`src/cbbd_pkg.sv`:
```
// Package: shared types, constants and helpers for the cartridge bank and bus decoder.
package cbbd_pkg;

  localparam int BANK_BITS = 7;

  typedef enum logic [3:0] {
    RGN_ROM0   = 4'd0,
    RGN_ROMX   = 4'd1,
    RGN_VRAM   = 4'd2,
    RGN_EXTRAM = 4'd3,
    RGN_WRAM   = 4'd4,
    RGN_OAM    = 4'd5,
    RGN_IO     = 4'd6,
    RGN_HRAM   = 4'd7,
    RGN_IE     = 4'd8,
    RGN_UNUSED = 4'd9
  } region_t;

  localparam logic [1:0] MODE_OAM_SCAN = 2'd2;
  localparam logic [1:0] MODE_DRAWING  = 2'd3;

  localparam logic [15:0] ADDR_DIV = 16'hFF04;
  localparam logic [15:0] ADDR_IE  = 16'hFFFF;

  typedef struct packed {
    logic        wr;
    logic [15:0] addr;
    logic [7:0]  val;
    logic [1:0]  mode;
  } item_t;

  typedef struct packed {
    logic        ram_on;
    logic [6:0]  bank_now;
    logic [7:0]  store_value;
    logic        allowed;
    logic [20:0] rom_addr;
    logic [15:0] local_addr;
    logic [3:0]  region;
  } result_t;

  localparam int OUT_BITS = $bits(result_t);
  localparam int OUT_BYTES_BITS = ((OUT_BITS + 7) / 8) * 8;

  function automatic logic is_mbc1(input logic [7:0] t);
    return (t >= 8'h01) && (t <= 8'h03);
  endfunction

  function automatic logic is_mbc2(input logic [7:0] t);
    return (t == 8'h05) || (t == 8'h06);
  endfunction

  function automatic logic is_mbc3(input logic [7:0] t);
    return (t >= 8'h0F) && (t <= 8'h13);
  endfunction

endpackage

```
`src/cbbd_bank_ctrl.sv`:
```
// Bank controller: ROM bank and external RAM enable state with write rules.
module cbbd_bank_ctrl
  import cbbd_pkg::*;
(
  input  logic                 clk,
  input  logic                 rst,
  input  logic                 adv,
  input  item_t                item,
  input  logic [7:0]           cart_type,
  output logic [BANK_BITS-1:0] rom_bank,
  output logic                 ram_en,
  output logic [BANK_BITS-1:0] rom_bank_next,
  output logic                 ram_en_next
);

  logic        rom_wr;
  logic        nib_a;
  logic [15:0] wide_bank;
  logic [15:0] wide_new;
  logic [4:0]  b1;
  logic [3:0]  b2;
  logic [6:0]  b3;

  always_comb begin
    rom_wr    = item.wr && !item.addr[15];
    nib_a     = (item.val[3:0] == 4'hA);
    wide_bank = 16'(rom_bank);
    b1 = (item.val[4:0] == 5'd0) ? 5'd1 : item.val[4:0];
    b2 = (item.val[3:0] == 4'd0) ? 4'd1 : item.val[3:0];
    b3 = (item.val[6:0] == 7'd0) ? 7'd1 : item.val[6:0];
    wide_new      = wide_bank;
    ram_en_next   = ram_en;
    if (rom_wr) begin
      if (is_mbc1(cart_type)) begin
        case (item.addr[14:13])
          2'd0: ram_en_next = nib_a;
          2'd1: wide_new = (wide_bank & ~16'h001F) | 16'(b1);
          2'd2: wide_new = (wide_bank & ~16'h0060) | 16'({item.val[1:0], 5'd0});
          default: wide_new = wide_bank;
        endcase
      end else if (is_mbc2(cart_type)) begin
        if (!item.addr[14]) begin
          if (!item.addr[8]) begin
            ram_en_next = nib_a;
          end else begin
            wide_new = 16'(b2);
          end
        end
      end else if (is_mbc3(cart_type)) begin
        case (item.addr[14:13])
          2'd0: ram_en_next = nib_a;
          2'd1: wide_new = 16'(b3);
          default: wide_new = wide_bank;
        endcase
      end
    end
    rom_bank_next = wide_new[BANK_BITS-1:0];
  end

  always_ff @(posedge clk) begin
    if (rst) begin
      rom_bank <= BANK_BITS'(1);
      ram_en   <= 1'b0;
    end else if (adv) begin
      rom_bank <= rom_bank_next;
      ram_en   <= ram_en_next;
    end
  end

endmodule

```
`src/cbbd_decode.sv`:
```
// Bus decoder: region, echo fold, ROM address, access check, store byte and bank state.
module cbbd_decode
  import cbbd_pkg::*;
(
  input  item_t                item,
  input  logic [7:0]           cart_type,
  input  logic [BANK_BITS-1:0] rom_bank,
  input  logic                 ram_en,
  input  logic [BANK_BITS-1:0] rom_bank_next,
  input  logic                 ram_en_next,
  output result_t              res
);

  region_t                rgn;
  logic                   ok;
  logic [15:0]            loc;
  logic [20:0]            rom;
  logic [BANK_BITS+13:0]  banked;
  logic [7:0]             store;
  logic [15:0]            a;

  always_comb begin
    a      = item.addr;
    loc    = a;
    rom    = 21'd0;
    ok     = 1'b1;
    banked = {rom_bank, a[13:0]};
    if (a <= 16'h7FFF) begin
      ok = !item.wr;
      if (!a[14]) begin
        rgn = RGN_ROM0;
        if (!item.wr) rom = 21'(a);
      end else begin
        rgn = RGN_ROMX;
        if (!item.wr) rom = (cart_type != 8'd0) ? 21'(banked) : 21'(a);
      end
    end else if (a <= 16'h9FFF) begin
      rgn = RGN_VRAM;
      ok  = (item.mode != MODE_DRAWING);
    end else if (a <= 16'hBFFF) begin
      rgn = RGN_EXTRAM;
      if (item.wr) ok = ram_en;
    end else if (a <= 16'hDFFF) begin
      rgn = RGN_WRAM;
    end else if (a <= 16'hFDFF) begin
      rgn = RGN_WRAM;
      loc = a - 16'h2000;
    end else if (a <= 16'hFE9F) begin
      rgn = RGN_OAM;
      ok  = (item.mode != MODE_OAM_SCAN) && (item.mode != MODE_DRAWING);
    end else if (a <= 16'hFEFF) begin
      rgn = RGN_UNUSED;
      ok  = 1'b0;
    end else if (a <= 16'hFF7F) begin
      rgn = RGN_IO;
    end else if (a <= 16'hFFFE) begin
      rgn = RGN_HRAM;
    end else begin
      rgn = RGN_IE;
    end

    store = 8'd0;
    if (item.wr && ok) begin
      if (a == ADDR_DIV) store = 8'd0;
      else if (a == ADDR_IE) store = item.val & 8'h1F;
      else store = item.val;
    end

    res.region      = rgn;
    res.local_addr  = loc;
    res.rom_addr    = rom;
    res.allowed     = ok;
    res.store_value = store;
    res.bank_now    = 7'(rom_bank_next);
    res.ram_on      = ram_en_next;
  end

endmodule

```
`src/cartridge_bank_and_bus_decode.sv`:
```
// Top level: input register, decode and bank update, result register.
// Each item passes the input register and then the result register on its way to the output.
// Throughput: one access per cycle unless m_tready stalls; bank state updates as an item moves to the result reg.
// Input is taken while a result waits only if the input register is empty.
// Synchronous active-high reset: both stages empty, bank 1, RAM disabled, type 0.
// Configuration writes are always ready and take effect on the next cycle.
module cartridge_bank_and_bus_decode
  import cbbd_pkg::*;
(
  input  logic                      clk,
  input  logic                      rst,
  input  logic                      cfg_valid,
  output logic                      cfg_ready,
  input  logic [7:0]                cfg_data,      // cartridge_type
  input  logic                      s_tvalid,
  output logic                      s_tready,
  input  logic [31:0]               s_tdata,       // bus_addr, write_value, video_mode, pad
  input  logic [0:0]                s_tuser,       // func
  output logic                      m_tvalid,
  input  logic                      m_tready,
  output logic [OUT_BYTES_BITS-1:0] m_tdata        // region, local_addr, rom_addr, allowed,
                                                   // store_value, bank_now, ram_on, pad
);

  logic [7:0]           cart_type;
  item_t                in_item;
  logic                 in_valid;
  result_t              out_res;
  result_t              res;
  logic                 adv;
  logic                 out_free;
  logic [BANK_BITS-1:0] rom_bank;
  logic [BANK_BITS-1:0] rom_bank_next;
  logic                 ram_en;
  logic                 ram_en_next;

  assign cfg_ready = 1'b1;
  assign out_free  = !m_tvalid || m_tready;
  assign adv       = in_valid && out_free;
  assign s_tready  = !in_valid || out_free;

  always_ff @(posedge clk) begin
    if (rst) begin
      cart_type <= 8'd0;
    end else if (cfg_valid) begin
      cart_type <= cfg_data;
    end
  end

  always_ff @(posedge clk) begin
    if (rst) begin
      in_valid <= 1'b0;
    end else if (s_tready) begin
      in_valid <= s_tvalid;
    end
  end

  always_ff @(posedge clk) begin
    if (s_tready && s_tvalid) begin
      in_item.wr   <= s_tuser[0];
      in_item.addr <= s_tdata[15:0];
      in_item.val  <= s_tdata[23:16];
      in_item.mode <= s_tdata[25:24];
    end
  end

  cbbd_bank_ctrl u_bank (
    .clk           (clk),
    .rst           (rst),
    .adv           (adv),
    .item          (in_item),
    .cart_type     (cart_type),
    .rom_bank      (rom_bank),
    .ram_en        (ram_en),
    .rom_bank_next (rom_bank_next),
    .ram_en_next   (ram_en_next)
  );

  cbbd_decode u_dec (
    .item          (in_item),
    .cart_type     (cart_type),
    .rom_bank      (rom_bank),
    .ram_en        (ram_en),
    .rom_bank_next (rom_bank_next),
    .ram_en_next   (ram_en_next),
    .res           (res)
  );

  always_ff @(posedge clk) begin
    if (rst) begin
      m_tvalid <= 1'b0;
    end else if (out_free) begin
      m_tvalid <= in_valid;
    end
  end

  always_ff @(posedge clk) begin
    if (adv) begin
      out_res <= res;
    end
  end

  assign m_tdata = OUT_BYTES_BITS'(out_res);

  a_state_hold: assert property (@(posedge clk) disable iff (rst)
    !adv |=> ($stable(rom_bank) && $stable(ram_en)))
    else $error("bank state changed without a transfer into the result register");

  a_store_needs_ok: assert property (@(posedge clk) disable iff (rst)
    (m_tvalid && (out_res.store_value != 8'd0)) |-> out_res.allowed)
    else $error("nonzero store byte on a blocked access");

  a_bank_shown: assert property (@(posedge clk) disable iff (rst)
    adv |=> (out_res.bank_now == 7'(rom_bank)) && (out_res.ram_on == ram_en))
    else $error("reported bank state does not match the updated state");

endmodule

```
`config.mk`:
```
export PLATFORM = sky130hd
export DESIGN_NAME = cartridge_bank_and_bus_decode
export DESIGN_NICKNAME = d
export VERILOG_FILES = /design/src/cbbd_pkg.sv /design/src/cbbd_bank_ctrl.sv /design/src/cbbd_decode.sv /design/src/cartridge_bank_and_bus_decode.sv
export SDC_FILE = /design/constraint.sdc
export NUM_CORES = 1
export LEC_CHECK = 0
export ABC_AREA = 0
export BUFFER_PORTS_ARGS = -buffer_cell sky130_fd_sc_hd__buf_2
export CAP_MARGIN = 10
export CORE_MARGIN = 5
export CORE_UTILIZATION = 51
export DETAILED_ROUTE_END_ITERATION = 8
export PLACE_DENSITY_LB_ADDON = 0.1
export SLEW_MARGIN = 20
export SYNTH_ARGS = -nofsm -noshare
export SYNTH_HDL_FRONTEND = slang
export SYNTH_SLANG_ARGS = --single-unit
```
`constraint.sdc`:
```
create_clock -name clk -period 3.3 [get_ports clk]
set_input_delay 0.33 -clock clk [delete_from_list [all_inputs] [get_ports clk]]
set_output_delay 0.33 -clock clk [all_outputs]
set_load 0.1 [all_outputs]
```
[Word-level counts from Yosys, hierarchy flattened]
Index checks and enable logic that the tools add are counted.
Cells by class
  add/sub/neg operators: 1
  $lt $le $gt $ge: 13
  equal/unequal tests: 9
  mux-type cells: 45
  bitwise logic cells: 3
  reduce and logical (&&, ||, !) cells: 21
Operator list (count)
  $le 16x16->1 const B: 8
  $mux 16: 6
  $mux 21: 3
  $mux 7: 8
  $mux 4: 10
  $eq 16x16->1 const B: 2
  $eq 8x3->1 const B: 2
  $le 16x15->1 const B: 1
  $mux 1: 16
  $sub 16x14->16 const B: 1
  $pmux 7 s2: 1
  $ge 8x1->1 const B: 1
  $ge 8x4->1 const B: 1
  $le 8x2->1 const B: 1
  $le 8x5->1 const B: 1
  $reduce_bool 8->1: 1
  $logic_and 1x1->1: 7
  $logic_not 7->1: 1
  $or 5x7->7: 1
  $or 7x5->7: 1
  $logic_not 5->1: 1
  $mux 5: 1
  $eq 4x4->1 const B: 1
  $logic_not 1->1: 4
  9 further kinds: 12
Storage, ports and cells
  register bits after elaboration: 103
  input bits: 46
  output and inout bits: 67
  word-level logic and storage cells: 109

[Depth between registers and ports, before layout]
Gate-level depths: netlist (run 1).
  depth in word-level cells: 11
  depth in mapped cells: 10
  mapped depth without buffers: 7

[Modules after synthesis]
Synthesis (run 1) repeated with hierarchy kept, for this count alone.
Unflattened totals
  cell total of the unflattened synthesis: 381
  area, all modules: 4817.1 um^2
By module, submodules not included
  cartridge_bank_and_bus_decode: times used 1, cells an instance 130, area each 2982.9 um^2, seq. area each 2752.6 um^2
  cbbd_bank_ctrl: times used 1, cells an instance 151, area each 1152.4 um^2, seq. area each 160.2 um^2
  cbbd_decode: times used 1, cells an instance 100, area each 681.9 um^2, seq. area each 0.0 um^2

[Least setup slack after synthesis (run 1)]
OpenSTA, ideal clock, no wires.
  kind: flip-flop to flip-flop
  start: register m_tvalid
  end: register in_item[0] (netlist bit), enable pin
  library setup time: 0.378 ns
  data arrival time: 2.510 ns
  required time: 2.922 ns
  setup slack: 0.412 ns
  stages on the path, launching flop included: 4
  path buffers: 0
  period minus slack after synthesis: 2.888 ns
  path through: dfxtp_1 nor2b_1 nand2_1 and2_1
On the way
  cells in the longest elaborated chain, start to end: 4
RTL lines
  from (decl): RTL line cartridge_bank_and_bus_decode.sv:19  | output logic m_tvalid,
  from (signal assigned): RTL line cartridge_bank_and_bus_decode.sv:93  | m_tvalid <= in_valid;
  $logic_not 1->1: RTL line cartridge_bank_and_bus_decode.sv:38  | assign out_free = !m_tvalid || m_tready;
  $logic_or 1x1->1: RTL line cartridge_bank_and_bus_decode.sv:38
  $logic_or 1x1->1: RTL line cartridge_bank_and_bus_decode.sv:40  | assign s_tready = !in_valid || out_free;
  via s_tready: RTL line cartridge_bank_and_bus_decode.sv:16  | output logic s_tready,
  $logic_and 1x1->1: RTL line cartridge_bank_and_bus_decode.sv:59  | if (s_tready && s_tvalid) begin
  to (decl): RTL line cartridge_bank_and_bus_decode.sv:26  | item_t in_item;
The timed path passes the listed nets, and every way through them passes these cells.
A chain may end at the register's enable or synchronous reset.

==> results.cfg, run 1 <==
[status]
status = completed

[global_routing]
grt_pass1_vias = 3256
grt_first_pass_wirelength_um = 17000
grt_start_max_net_pins = 32
track_usage = 0.194
overflow = 0
grt_antenna_before_repair = 0

[setup_path]
worstPathArrival_ns = 2.80
timing.reg2reg.setup_slack_ns = 0.69
setup.worst_path.end_class = flop
crit-reg2reg-launch = in_item[24]$_DFFE_PP_
critPathRequiredTime_ns = 3.49
worstSetupPathType = reg2reg
critPathLaunchType = flop
r2r_end = m_tdata[50]$_DFFE_PP_
reg2regPathDepth = 8
critical_path_peak_fanout = 6

[timing]
rsz_0062_raised_after_global_routing = no
worst-slew-pin-transition_ns = 0.850
fin_hold_viols = 0
worst_case_headroom_to_the_max_slew_limit = 0.427
finalCritPeriodShare = 0.792
achievable-frequency_mhz = 383
timing.hold.ws_ns = 0.135
clock-skew-final_ns = 0.0142
final-setup-viol-count = 0
timing_max_transition_violations_final = 0
finalWorstSetupSlack_ns = 0.687
setup_tns_ns = 0
period_minus_slack_ns = 2.61

[floorplan]
floorplan.die.height_um = 104
die-area_um2 = 10900
core_area_um2 = 8720
core.rowCount = 34
floorplan.die.width_um = 104
io-pin-count = 113
start_util = 0.522

[detailed_routing]
detail_route.first_pass.iterations = 4
routed-via-count = 3327
route.detailed.drc = 0
viasPerCell = 5.67
route.antenna.remaining_nets = 0
routedWlPerCell_um = 17.5
drt-total-wl_um = 10200
drt_iter0_drc = 243

[layout]
layout.core_utilization = 0.614
multiInputGateArea_um2 = 1500
antennaDiodeCount = 0
finish.net_count = 524
final_common_cell = buf_2
stdcell_count = 587
n_fill_cell = 729
seqCellArea_um2 = 2910
syn_to_final_growth_pct = 17.8
fraction_of_final_layout_cells_with_drive_strength_greater_than_1 = 0.271
mostFrequentLayoutCells = buf_2 (99), edfxtp_1 (85), nor2_1 (38)

[place]
gp_congestion = 0.917
place_worst_setup_slack_ns = 0.760
dp_hpwl_um = 7480
io_buffers = 99
dpl.cell_count = 571

[synthesis]
synth-seq-area-share = 0.640
synth_largest_area_cell = edfxtp_1
avgSynthCellArea_um2 = 12.2
synth_flop_cell = edfxtp_1
post_synth_num_cell_types = 53
synth_edf_count = 85
synth.ff_latch_count = 103
syn-cell-area_um2 = 4550
syn_inst = 374
synth.top_cell.area_share = 0.561
synth-async-reset-ratio = 0
yosys-top-cells-area = edfxtp_1 (56%), dfxtp_1 (7.9%), and2_1 (3.9%)
synth.yosys.warnings = 0

[power]
p_per_area_nw_per_um2 = 533
share_comb_of_total_power = 0.187
power.static_leakage_uw = 0.00203
worst_ir_drop_vdd_mv = 0.290
seq_power_share = 0.532
switching_power_uw = 911
p_sw_frac = 0.319
clock_power_share = 0.281
p_int_uw = 1940

[min_path]
hold_path.class = in2reg
holdCritStartpoint = s_tdata[12]
hold_path_depth = 1
holdPathEnd = in_item[22]$_DFFE_PP_

[clocking]
clk_path_buf_depth = 2
root_buffer = clkbuf_8
cts_made_buffers = 9
total_setup_buffers_inserted_after_cts = 0
worstSkewPairLatency_ns = 0.36
hold_buffers = 0
clk_pin_slew_worst_paths_ns = 0.10
post_cts_resized = 0
cts.sinks = 103
cts_tree = built
ctsHtreeMaxLevel = 3

[job]
max_cap_violation_count = 0
## kinds of logic (layout without fill, tap and decap cells)
kind of cell	after synthesis	count (layout)	synth area share
muxes	11	11	0.0242
buffers and inverters	33	133	0.0349
and+or+nand+nor	146	146	0.171
DFF	103	103	0.640
xor gates and xnor gates	1	1	0.00193
other	2	7	0.00165
adders and majority gates	4	4	0.0110
AOI/OAI and AO/OA	74	74	0.116
## power groups by stage
stage	logic [uW]	clock network, uW	registers [uW]
after floorplan	194	0	1780
after global placement	530	0	1550
after detailed placement	534	0	1550
after CTS	535	821	1520
after global routing	562	876	1530
final	534	802	1520
## worst max path at each step
stage                               start                     to  depth (start not counted)
global route        in_item[24]$_DFFE_PP_  m_tdata[55]$_DFFE_PP_                          8
floorplan           m_tvalid$_SDFFE_PP0P_   in_item[0]$_DFFE_PP_                          3
detailed placement  in_item[24]$_DFFE_PP_  m_tdata[55]$_DFFE_PP_                          8
global placement    in_item[24]$_DFFE_PP_  m_tdata[55]$_DFFE_PP_                          8
CTS                 in_item[24]$_DFFE_PP_  m_tdata[50]$_DFFE_PP_                          8
finish              in_item[24]$_DFFE_PP_  m_tdata[50]$_DFFE_PP_                          8
## critical path, stage by stage, from the launching register on
cell,delay (ns)
edfxtp_1,0.39
inv_1,0.16
ha_1,0.23
or4bb_1,0.44
o21ai_0,0.33
buf_4,0.27
and2_1,0.22
o221ai_1,0.17
a21oi_1,0.22
## cells in the mapped netlist, drive strengths merged (5+ instances only)
cell and count:
nand2 19, a32oi 5, nor3 12, o21ai 11
o211ai 5, clkbuf 14, and2 28, a21oi 14
a211oi 7, buf 10, nor2 38, dfxtp 18
nand4 6, nand3 11, edfxtp 85, mux2i 11
a31oi 5, nand2b 9, inv 9
## state kept, by name (all words and copies together) (netlist names)
name / count
u_bank.ram_en: 1
cart_type: 8
m_tdata: 58
in_item: 27
in_valid: 1
u_bank.rom_bank: 7
m_tvalid: 1
## stage by stage
step                total power (uW)  instance area, um2
floorplan                       1970                4570
global placement                2080                5150
detailed placement              2080                5150
CTS                             2880                5360
global route                    2970                5360
finish                          2860                5360
## routing by layer
| layer | global-route usage | vias to the layer above | part of all wire | wire, um |
|---|---|---|---|---|
| li1 | - | 1599 | - | - |
| met1 | 0.273 | 1560 | 0.45 | 4640 |
| met2 | 0.300 | 156 | 0.45 | 4640 |
| met3 | 0.0422 | 12 | 0.080 | 815 |
| met4 | 0.0601 | 0 | 0.015 | 151 |
| met5 | 0 | - | 0 | 0 |
## layout make-up
class                           count  share of cell area
Multi-Input combinational cell    243               0.279
Sequential cell                   103               0.544
Tap cell                          108              0.0252
Inverter                            9             0.00631
Clock buffer                       10              0.0238
Clock inverter                      6              0.0142
Timing Repair Buffer              108               0.107
No activity file was read; power rests on OpenSTA's default activity.
==> run 2: changes to the inputs <==
Settings changed: CORE_UTILIZATION 51 to 48.
Clock period 3.3 ns to 2.3 ns, I/O delays scaled along.
==> run 2 against run 1 <==
Die area rose by 5.6%. Critical path depth fell by 1. Combinational power grew 54%. First-iteration DRC count shrank 28%. Largest power group unchanged. Clock-buffer cell count decreased by 1. Sequential share of layout area down 2.7 points. Via count rose by 2.0%. Sequential cell count unchanged. Utilization shrank 0.35 points.
==> results.cfg, run 2 (same netlist as run 1, synthesis figures left out) <==
[status]
status = completed

[timing]
worst-slew-pin-transition_ns = 0.654
period_minus_slack_ns = 2.24
fin_hold_viols = 0
finalCritPeriodShare = 0.975
finalWorstSetupSlack_ns = 0.0571
timing_max_transition_violations_final = 0
setup_tns_ns = 0
final-setup-viol-count = 0
worst_case_headroom_to_the_max_slew_limit = 0.564
achievable-frequency_mhz = 446
clock-skew-final_ns = 0.0123

[floorplan]
start_util = 0.492
core.rowCount = 35
die-area_um2 = 11500
core_area_um2 = 9240
floorplan.die.height_um = 107
floorplan.die.width_um = 107
io-pin-count = 113

[layout]
layout.core_utilization = 0.611
final_common_cell = buf_2
finish.net_count = 541
mostFrequentLayoutCells = buf_2 (99), edfxtp_1 (85), nor2_1 (38)
number_of_flip_flops_in_the_largest_register = 58
antennaDiodeCount = 0
syn_to_final_growth_pct = 24.1
fraction_of_final_layout_cells_with_drive_strength_greater_than_1 = 0.325

[clocking]
clk_path_buf_depth = 2
ctsHtreeMaxLevel = 3
root_buffer = clkbuf_8
cts.sinks = 103
cts_made_buffers = 9
clk_pin_slew_worst_paths_ns = 0.10
cts_tree = built
worstSkewPairLatency_ns = 0.37

[min_path]
holdPathEnd = in_item[12]$_DFFE_PP_
hold_path.class = in2reg
hold_path_depth = 1
holdCritStartpoint = s_tdata[2]

[global_routing]
grt_pass1_vias = 3271
overflow = 0
grt_start_max_net_pins = 52
track_usage = 0.191
grt_first_pass_wirelength_um = 16900
grt_antenna_before_repair = 0

[detailed_routing]
detail_route.first_pass.iterations = 4
route.antenna.remaining_nets = 0
viasPerCell = 5.43
route.detailed.drc = 0
routedWlPerCell_um = 17.5
routed-via-count = 3395
drt-total-wl_um = 10900
drt_iter0_drc = 175

[setup_path]
worstSetupPathType = reg2reg
critical_path.max_stage_delay_ns = 0.48
critPathLaunchType = flop
crit-reg2reg-launch = in_item[23]$_DFFE_PP_
crit_family = compound AO/OA/AOI/OAI gates
r2r_end = m_tdata[55]$_DFFE_PP_
reg2regPathDepth = 7
worstSetupPathDepth = 7
critical-path-slowest-cell = edfxtp_1
setup.worst_path.end_class = flop
timing.critical_path.cells = inv_1, ha_2, and3_1, a21oi_1, nor3_1, a2111oi_4, a221oi_2
critPathRequiredTime_ns = 2.40
worstPathArrival_ns = 2.35
timing.reg2reg.setup_slack_ns = 0.06
critical_path_peak_fanout = 6
worst-path-buf-inv = 1

[place]
gp_congestion = 0.862
dp_hpwl_um = 7850
place_worst_setup_slack_ns = -0.00189
io_buffers = 99

[power]
p_sw_frac = 0.313
worst_ir_drop_vdd_mv = 0.459
share_comb_of_total_power = 0.193
clock_power_share = 0.297
switching_power_uw = 1330
seq_power_share = 0.510
p_int_uw = 2930
p_per_area_nw_per_um2 = 755
power.static_leakage_uw = 0.00213

[job]
max_cap_violation_count = 0
## run 2: how the worst max path moves through the flow
stage                            endpoint  slack [ns]                  start
CTS                 m_tdata[55]$_DFFE_PP_       0.005  in_item[23]$_DFFE_PP_
finish              m_tdata[55]$_DFFE_PP_        0.06  in_item[23]$_DFFE_PP_
global placement    m_tdata[53]$_DFFE_PP_        0.05  in_item[23]$_DFFE_PP_
global route        m_tdata[55]$_DFFE_PP_       -0.04  in_item[23]$_DFFE_PP_
floorplan           m_tdata[55]$_DFFE_PP_       0.009  in_item[24]$_DFFE_PP_
detailed placement  m_tdata[53]$_DFFE_PP_      -0.002  in_item[23]$_DFFE_PP_
## run 2: cell type report
cell class	instances	area, um2
inverter	9	40.0
timing repair buffer	125	718
sequential	103	2910
clock buffer	9	124
multi-input combinational	243	1580
clock inverter	7	108
fill	778	3600
tap	129	161
## run 2: repair_timing
item                                    4_1_cts  5_1_grt
endpoints found under the setup margin        1        9
hold endpoints to repair                      0        1
hold buffers                                  0        1
buffers inserted                              0        1
gates resized for setup                       2        9
## run 2: power groups by stage
| stage | logic [uW] | registers (uW) | clock network, uW |
|---|---|---|---|
| final | 822 | 2170 | 1270 |
| after CTS | 808 | 2170 | 1290 |
| after floorplan | 285 | 2550 | 0 |
| after global placement | 800 | 2210 | 0 |
| after global routing | 861 | 2180 | 1390 |
| after detailed placement | 804 | 2220 | 0 |
## run 2: through the flow
step | cell area, um2 | power, uW | cells | hold WS [ns]
after CTS | 5570 | 4280 | 623 | 0.0141
final | 5640 | 4260 | 625 | 0.0310
after detailed placement | 5330 | 3020 | 607 | 0.408
after floorplan | 4620 | 2840 | 379 | 0.329
after global placement | 5330 | 3010 | 607 | 0.407
after global routing | 5640 | 4430 | 625 | 0.00188
## run 2: per-layer routing
| metal | GRT usage | wire length, um |
|---|---|---|
| met5 | 0 | 0 |
| met4 | 0.0523 | 162 |
| met3 | 0.0534 | 861 |
| met2 | 0.297 | 5070 |
| met1 | 0.264 | 4840 |
## run 2: worst reg2reg max path, delay by kind of cell (launching register included)
kind,cells,cell delay [ns]
compound gates,3,0.69
flops,1,0.48
fa+ha+maj,1,0.33
simple gates,2,0.32
buf+inv,1,0.15
